[config.mk]
export PLATFORM = sky130hd
export DESIGN_NAME = adc_block_average_ema
export DESIGN_NICKNAME = d
export VERILOG_FILES = /design/src/rtl/aba_pkg.sv /design/src/rtl/aba_front.sv /design/src/rtl/aba_fifo.sv /design/src/rtl/aba_back.sv /design/src/rtl/adc_block_average_ema.sv
export SDC_FILE = /design/constraint.sdc
export NUM_CORES = 1
export LEC_CHECK = 0
export ABC_AREA = 1
export BUFFER_PORTS_ARGS = -buffer_cell sky130_fd_sc_hd__buf_4
export CAP_MARGIN = 20
export CORE_UTILIZATION = 50
export CTS_BUF_LIST = sky130_fd_sc_hd__clkbuf_8 sky130_fd_sc_hd__clkbuf_16
export CTS_CLUSTER_DIAMETER = 80
export CTS_CLUSTER_SIZE = 25
export DETAILED_ROUTE_END_ITERATION = 7
export PLACE_DENSITY_LB_ADDON = 0.1
export SETUP_SLACK_MARGIN = 0.2
export SYNTH_ARGS = -nofsm -noshare
export SYNTH_HDL_FRONTEND = slang
export SYNTH_SLANG_ARGS = --single-unit
[constraint.sdc]
create_clock -name clk -period 8.6 [get_ports clk]
set_input_delay 0.43 -clock clk [delete_from_list [all_inputs] [get_ports clk]]
set_output_delay 0.43 -clock clk [all_outputs]
set_load 0.005 [all_outputs]
[src/rtl/aba_pkg.sv]
// Shared types and constants for the ADC block averager.
package aba_pkg;

  localparam int SampleW    = 12;
  localparam int SumW       = 20;
  localparam int CountW     = 8;
  localparam int LevelW     = 12;
  localparam int RemW       = 5;
  localparam int BatteryW   = 16;
  localparam int EmaShift   = 5;

  localparam int FullScaleMv  = 3300;
  localparam int AdcMaxCode   = 4095;
  localparam int BatteryRatio = 11;

  // Reciprocal of the ADC full-scale code, used to divide the scaled product.
  localparam int ScaleShift = 36;
  localparam int ScaleRecipW = 25;
  localparam logic [ScaleRecipW-1:0] ScaleRecip =
    ScaleRecipW'((64'd1 << ScaleShift) / AdcMaxCode);

  localparam int QueueDepth = 4;
  localparam int QueueIdxW  = $clog2(QueueDepth);

  typedef logic [SampleW-1:0] sample_t;
  typedef logic [SumW-1:0]    sum_t;
  typedef logic [LevelW-1:0]  level_t;

  typedef struct packed {
    logic empty;
    logic full;
  } queue_status_t;

endpackage

[src/rtl/aba_front.sv]
// Front end: accumulates samples and hands each finished block sum to the queue.
module aba_front #(
  parameter int SAMPLES_PER_BLOCK = 8
) (
  input  logic            clk,
  input  logic            rst,
  input  logic            in_valid,
  input  logic            queue_full,
  input  aba_pkg::sample_t sample,
  output logic            push,
  output aba_pkg::sum_t   push_sum
);
  import aba_pkg::*;

  localparam logic [CountW-1:0] LastCount = CountW'(SAMPLES_PER_BLOCK - 1);

  logic [CountW-1:0] block_count;
  sum_t              block_sum;
  sum_t              sum_next;
  logic              accept;
  logic              last;

  assign accept   = in_valid && !queue_full;
  assign last     = (block_count == LastCount);
  assign sum_next = block_sum + SumW'(sample);
  assign push     = accept && last;
  assign push_sum = sum_next;

  always_ff @(posedge clk) begin
    if (rst) begin
      block_count <= '0;
      block_sum   <= '0;
    end else if (accept) begin
      if (last) begin
        block_count <= '0;
        block_sum   <= '0;
      end else begin
        block_count <= block_count + 1'b1;
        block_sum   <= sum_next;
      end
    end
  end

  a_count_in_range: assert property (@(posedge clk) disable iff (rst)
    block_count <= LastCount)
    else $error("block count ran past the block length");

endmodule

[src/rtl/aba_fifo.sv]
// Short queue of block sums between the front end and the arithmetic pipeline.
module aba_fifo (
  input  logic                  clk,
  input  logic                  rst,
  input  logic                  push,
  input  aba_pkg::sum_t         push_sum,
  input  logic                  pop,
  output aba_pkg::sum_t         pop_sum,
  output aba_pkg::queue_status_t status
);
  import aba_pkg::*;

  sum_t                 entries [QueueDepth];
  logic [QueueIdxW-1:0] wr_ptr;
  logic [QueueIdxW-1:0] rd_ptr;
  logic [QueueIdxW:0]   fill;

  assign status.empty = (fill == '0);
  assign status.full  = (fill == (QueueIdxW+1)'(QueueDepth));
  assign pop_sum      = entries[rd_ptr];

  always_ff @(posedge clk) begin
    if (push) begin
      entries[wr_ptr] <= push_sum;
    end
  end

  always_ff @(posedge clk) begin
    if (rst) begin
      wr_ptr <= '0;
      rd_ptr <= '0;
      fill   <= '0;
    end else begin
      if (push) begin
        wr_ptr <= wr_ptr + 1'b1;
      end
      if (pop) begin
        rd_ptr <= rd_ptr + 1'b1;
      end
      if (push && !pop) begin
        fill <= fill + 1'b1;
      end else if (pop && !push) begin
        fill <= fill - 1'b1;
      end
    end
  end

  a_no_push_when_full: assert property (@(posedge clk) disable iff (rst)
    push |-> !status.full)
    else $error("block sum pushed into a full queue");

  a_no_pop_when_empty: assert property (@(posedge clk) disable iff (rst)
    pop |-> !status.empty)
    else $error("block sum popped from an empty queue");

endmodule

[src/rtl/aba_back.sv]
// Back end: block mean, millivolt scaling, moving-average update, battery voltage and output register.
module aba_back #(
  parameter int SAMPLES_PER_BLOCK = 8
) (
  input  logic                   clk,
  input  logic                   rst,
  input  aba_pkg::queue_status_t queue_status,
  input  aba_pkg::sum_t          queue_sum,
  output logic                   pop,
  output logic                   out_valid,
  input  logic                   out_stall,
  output aba_pkg::level_t        mean_mv,
  output logic [aba_pkg::BatteryW-1:0] battery_mv
);
  import aba_pkg::*;

  // The block mean is taken as a reciprocal multiply that may come out one low,
  // then fixed with one compare against the block length.
  localparam int DivShift  = 31;
  localparam int DivRecipW = 32;
  localparam logic [DivRecipW-1:0] DivRecip =
    DivRecipW'((64'd1 << DivShift) / SAMPLES_PER_BLOCK);
  localparam int BlockLenW = 9;
  localparam logic [BlockLenW-1:0] BlockLen = BlockLenW'(SAMPLES_PER_BLOCK);
  localparam int DivProdW  = SumW + DivRecipW;
  localparam int QnW       = SumW + BlockLenW;
  localparam int ScaledW   = 24;
  localparam int ScaleProdW = ScaledW + ScaleRecipW;
  localparam int TotalW    = LevelW + EmaShift;

  logic       advance;
  logic [4:0] stage_valid;

  // Stage 1: estimated quotient.
  sum_t                s1_sum;
  sum_t                s1_quot;
  logic [DivProdW-1:0] div_prod;
  // Stage 2: exact block mean.
  level_t              s2_mean;
  logic [QnW-1:0]      div_back;
  logic [QnW-1:0]      div_rem;
  sum_t                quot_fixed;
  // Stage 3: mean times full-scale millivolts.
  logic [ScaledW-1:0]  s3_prod;
  // Stage 4: estimated scaled value.
  logic [ScaledW-1:0]  s4_prod;
  level_t              s4_quot;
  logic [ScaleProdW-1:0] scale_prod;
  // Stage 5: exact scaled value.
  level_t              s5_scaled;
  logic [ScaledW-1:0]  scale_back;
  logic [ScaledW-1:0]  scale_rem;
  level_t              scaled_fixed;
  // Output stage: moving-average state.
  logic [RemW-1:0]     carry_remainder;
  logic [TotalW-1:0]   total;
  level_t              level_next;

  assign advance = !out_valid || !out_stall;
  assign pop     = advance && !queue_status.empty;

  always_comb begin
    div_prod   = DivProdW'(queue_sum) * DivProdW'(DivRecip);
    div_back   = QnW'(s1_quot) * QnW'(BlockLen);
    div_rem    = QnW'(s1_sum) - div_back;
    quot_fixed = (div_rem >= QnW'(BlockLen)) ? s1_quot + 1'b1 : s1_quot;
    scale_prod = ScaleProdW'(s3_prod) * ScaleProdW'(ScaleRecip);
    scale_back = ScaledW'(s4_quot) * ScaledW'(AdcMaxCode);
    scale_rem  = s4_prod - scale_back;
    scaled_fixed = (scale_rem >= ScaledW'(AdcMaxCode)) ? s4_quot + 1'b1 : s4_quot;
    total = TotalW'(s5_scaled)
          + ((TotalW'(mean_mv) << EmaShift) - TotalW'(mean_mv))
          + TotalW'(carry_remainder);
    level_next = total[TotalW-1:EmaShift];
  end

  always_ff @(posedge clk) begin
    if (advance) begin
      s1_sum    <= queue_sum;
      s1_quot   <= div_prod[DivShift +: SumW];
      s2_mean   <= quot_fixed[LevelW-1:0];
      s3_prod   <= ScaledW'(s2_mean) * ScaledW'(FullScaleMv);
      s4_prod   <= s3_prod;
      s4_quot   <= scale_prod[ScaleShift +: LevelW];
      s5_scaled <= scaled_fixed;
    end
  end

  always_ff @(posedge clk) begin
    if (rst) begin
      stage_valid     <= '0;
      out_valid       <= 1'b0;
      mean_mv         <= '0;
      carry_remainder <= '0;
      battery_mv      <= '0;
    end else if (advance) begin
      stage_valid <= {stage_valid[3:0], !queue_status.empty};
      out_valid   <= stage_valid[4];
      if (stage_valid[4]) begin
        mean_mv         <= level_next;
        carry_remainder <= total[RemW-1:0];
        battery_mv      <= BatteryW'(level_next) * BatteryW'(BatteryRatio);
      end
    end
  end

  a_level_in_range: assert property (@(posedge clk) disable iff (rst)
    mean_mv <= level_t'(FullScaleMv))
    else $error("smoothed level exceeds full scale");

  a_battery_matches: assert property (@(posedge clk) disable iff (rst)
    out_valid |-> battery_mv == BatteryW'(mean_mv) * BatteryW'(BatteryRatio))
    else $error("battery voltage does not match the smoothed level");

endmodule

[src/rtl/adc_block_average_ema.sv]
// Top level of the ADC block averager with a 1/32 moving average.
// Accepts one 12-bit sample per clock while the four-entry block-sum queue
// has room; every SAMPLES_PER_BLOCK samples a block sum is queued and, once it
// has passed the queue, the arithmetic stages and the output register, the
// smoothed level in mV and the battery voltage (level times eleven) appear on
// the output. The arithmetic pipeline takes one block sum per cycle while the
// output is not stalled, so the output rate is set only by the block length
// and by output-side stalls, which the queue absorbs before the input stalls.
module adc_block_average_ema #(
  parameter int SAMPLES_PER_BLOCK = 8
) (
  input  logic                          clk,
  input  logic                          rst,
  input  logic                          in_valid,
  output logic                          in_stall,
  input  aba_pkg::sample_t              sample,
  output logic                          out_valid,
  input  logic                          out_stall,
  output aba_pkg::level_t               mean_mv,
  output logic [aba_pkg::BatteryW-1:0]  battery_mv
);
  import aba_pkg::*;

  logic          push;
  sum_t          push_sum;
  logic          pop;
  sum_t          pop_sum;
  queue_status_t queue_status;

  assign in_stall = queue_status.full;

  aba_front #(
    .SAMPLES_PER_BLOCK(SAMPLES_PER_BLOCK)
  ) u_front (
    .clk       (clk),
    .rst       (rst),
    .in_valid  (in_valid),
    .queue_full(queue_status.full),
    .sample    (sample),
    .push      (push),
    .push_sum  (push_sum)
  );

  aba_fifo u_fifo (
    .clk     (clk),
    .rst     (rst),
    .push    (push),
    .push_sum(push_sum),
    .pop     (pop),
    .pop_sum (pop_sum),
    .status  (queue_status)
  );

  aba_back #(
    .SAMPLES_PER_BLOCK(SAMPLES_PER_BLOCK)
  ) u_back (
    .clk         (clk),
    .rst         (rst),
    .queue_status(queue_status),
    .queue_sum   (pop_sum),
    .pop         (pop),
    .out_valid   (out_valid),
    .out_stall   (out_stall),
    .mean_mv     (mean_mv),
    .battery_mv  (battery_mv)
  );

endmodule

==> flow_metrics.env <==
export IMPL_status="complete, no violations"
export IMPL_arrival_ns=6.50
export IMPL_final_cell_mix="inv_1 (506), nand2_1 (366), ha_1 (256)"
export IMPL_pre_cts_ws_ns=2.375
export IMPL_yosysTopAreaCellShare_pct=22.74
export IMPL_rr_endpoint="u_back.s5_scaled[3]"
export IMPL_numCtsBuffers=16
export IMPL_drc_errors=0
export IMPL_ios=46
export IMPL_syn_area_um2=18490
export IMPL_syn_area_per_cell_um2=8.679
export IMPL_wl_per_cell_um=14.35
export IMPL_crit_fanout=13
export IMPL_tns_ns=0
export IMPL_vias=13180
export IMPL_synth_top_cell_by_area="edfxtp_1"
export IMPL_finClkSkew_ns=0.03158
export IMPL_dp_cells=2624
export IMPL_setup_viol=0
export IMPL_grt_max_degree=76
export IMPL_hold_path_class="in -> reg"
export IMPL_yosysUniqueCellTypes=45
export IMPL_dr_pass1_iters=5
export IMPL_crit_end="u_back.s5_scaled[3]"
export IMPL_end_kind="register"
export IMPL_crit_required_ns=8.85
export IMPL_maxCapViolCount=0
export IMPL_insertion_delay_ns=0.51
export IMPL_drt_antenna_violating_nets=0
export IMPL_ys_seq_area_share_pct=30.32
export IMPL_n_antenna_cell=0
export IMPL_ys_async_sr_fraction_pct=0
export IMPL_cts_resized=0
export IMPL_gp_congestion=0.8724
export IMPL_cts_setup_buffers=0
export IMPL_r2r_start="u_back.s4_quot[0]"
export IMPL_rsz0062_at_grt="false"
export IMPL_syn_num_nets=2546
export IMPL_path_class="reg -> reg"
export IMPL_slew_limit_headroom_pct=39.30
export IMPL_finalCritPeriodShare_pct=72.67
export IMPL_nNetsFinal=2591
export IMPL_globalRouteTotalUtil_pct=20.91
export IMPL_area_delta_synth_final_pct=8.061
export IMPL_cts_sinks=210
export IMPL_worst_slack_ns=2.351
export IMPL_cts_tree="built"
export IMPL_port_buffers=45
export IMPL_rrSetupSlack_ns=2.35
export IMPL_final_max_slew_viol_count=0
export IMPL_vias_per_cell=4.969
export IMPL_die_area_um2=37740
export IMPL_fmax_mhz=160.0
export IMPL_ys_warn_count=0
export IMPL_synthCells=2130
export IMPL_antenna_found_initial=0
export IMPL_yosys_top_cells_area="edfxtp_1 (23%), ha_1 (17%), fa_1 (16%), inv_1 (10%), dfxtp_1 (7.6%)"
export IMPL_fin_crit_ns=6.249
export IMPL_start_util_pct=50.61
export IMPL_whs_ns=0.2775
export IMPL_layout_commonest_cell="inv_1"
export IMPL_hold_viol=0
export IMPL_worstSetupStartpointType="register"
export IMPL_drt_iter0_drc=495
export IMPL_drive_above_1_share_pct=5.037
export IMPL_ys_flop_type="edfxtp_1"
export IMPL_cp_startpoint="u_back.s4_quot[0]"
export IMPL_final_cells=2652
export IMPL_core_region_area_um2=36520
export IMPL_worst_pin_slew_ns=0.9105
export IMPL_ctsHoldBuffers=0
export IMPL_cts_root_buffer_cell="clkbuf_16"
export IMPL_ys_seq_elements=210
export IMPL_rows=70
export IMPL_clk_pin_slew_ns=0.09
export IMPL_hpwl_um=31320
export IMPL_clockBufferDepth=3
export IMPL_synth_edf_count=140
export IMPL_routed_wl_um=38070
export IMPL_grt_pass1_vias=13390
export IMPL_grt_pass1_wl_um=64560
export IMPL_h_tree_depth=1
export IMPL_rr_worst_depth=25
export IMPL_grt_remaining_overflow=0
export IMPL_die_y_um=194.3
export IMPL_die_w_um=194.3
## metrics by stage
stage / utilization, % / instance area [um2]
2_1_floorplan: - / 18490
4_1_cts: 54.62 / 19950
5_1_grt: 54.69 / 19980
3_5_place_dp: 52.97 / 19350
3_3_place_gp: 52.97 / 19350
6_report: 54.69 / 19980
## worst max-delay path: stages (launching register included)
cell and delay, ns:
edfxtp_1 0.60, inv_1 0.23, fa_1 0.59, inv_1 0.11, fa_1 0.51, inv_1 0.06, fa_1 0.50, fa_1 0.54
inv_1 0.05, fa_1 0.52, inv_1 0.04, ha_1 0.35, nand2_1 0.12, inv_2 0.05, nand2_1 0.11, inv_1 0.05
nand2_1 0.12, nand3_2 0.10, nand2_1 0.07, nand2_1 0.04, nor2_1 0.14, nand3_1 0.12, nor2_2 0.51, nand2_2 0.28
nand2_1 0.13, nand2_1 0.05
## worst min path at each step
stage                startpoint                endpoint  slack, ns  cells past startpoint
2_1_floorplan  u_back.s1_sum[3]       u_back.s2_mean[0]       0.40                      0
4_1_cts                in_valid  u_front.block_count[2]       0.26                      5
5_1_grt                in_valid  u_front.block_count[2]       0.31                      5
6_report               in_valid  u_front.block_count[2]       0.28                      5
3_5_place_dp   u_back.s1_sum[5]       u_back.s2_mean[2]       0.41                      0
3_3_place_gp   u_back.s1_sum[4]       u_back.s2_mean[1]       0.40                      0
## cells by family (layout without fill, tap and decap cells)
kind of cell	after synthesis	in the layout	share of synthesized area, %
DFF	210	210	30.32
adders and majority gates	400	400	32.92
buffers and inverters	541	595	11.10
AOI/OAI and AO/OA	257	257	7.520
and+or+nand+nor	649	649	14.67
xor gates and xnor gates	73	73	3.459
## cell type report
| class | count | area, um2 |
|---|---|---|
| Fill cell | 3336 | 16550 |
| Multi-Input combinational cell | 1379 | 10840 |
| Sequential cell | 210 | 5605 |
| Inverter | 516 | 1937 |
| Tap cell | 468 | 585.6 |
| Timing Repair Buffer | 52 | 410.4 |
| Clock buffer | 16 | 400.4 |
| Clock inverter | 11 | 201.4 |
## cells in the mapped netlist (all sizes together) (2+ instances only)
cell,number
clkinv,2
nor2,147
fa,144
a211oi,2
nor3b,3
nand2,372
clkbuf,16
inv,514
edfxtp,140
a31oi,6
o21bai,6
nand3,80
and2,2
nor4,2
a21boi,5
xor2,57
buf,9
or2,5
xnor2,16
ha,256
nand3b,6
a21oi,112
o31ai,3
dfxtp,70
o21ai,99
nor3,14
nand4,18
a21o,8
o22ai,12
## metal layers
metal  routed length, um  vias up  GRT usage [%]
li1                    -     6810              -
met1               18130     6175          28.15
met2               18150      138          36.28
met3                 940       55          2.000
met4                 848        0          4.997
met5                   0        -              0
## sequential cells by signal, summed over array words and instances, names as in the netlist, named ones only
name / count
u_fifo.entries: 48
u_back.s3_prod: 22
u_back.s4_prod: 22
u_back.battery_mv: 16
u_front.block_sum: 15
u_back.s1_sum: 12
u_back.s2_mean: 12
u_back.s4_quot: 12
u_back.s5_scaled: 12
u_back.mean_mv: 11
u_front.block_count: 8
u_back.carry_remainder: 5
u_back.stage_valid: 5
u_fifo.fill: 3
u_fifo.rd_ptr: 2
u_fifo.wr_ptr: 2
u_back.out_valid: 1
Power is left out: the tool's default activity adds up to more than one toggle a clock period on the data nets, which glitch-free logic cannot reach.
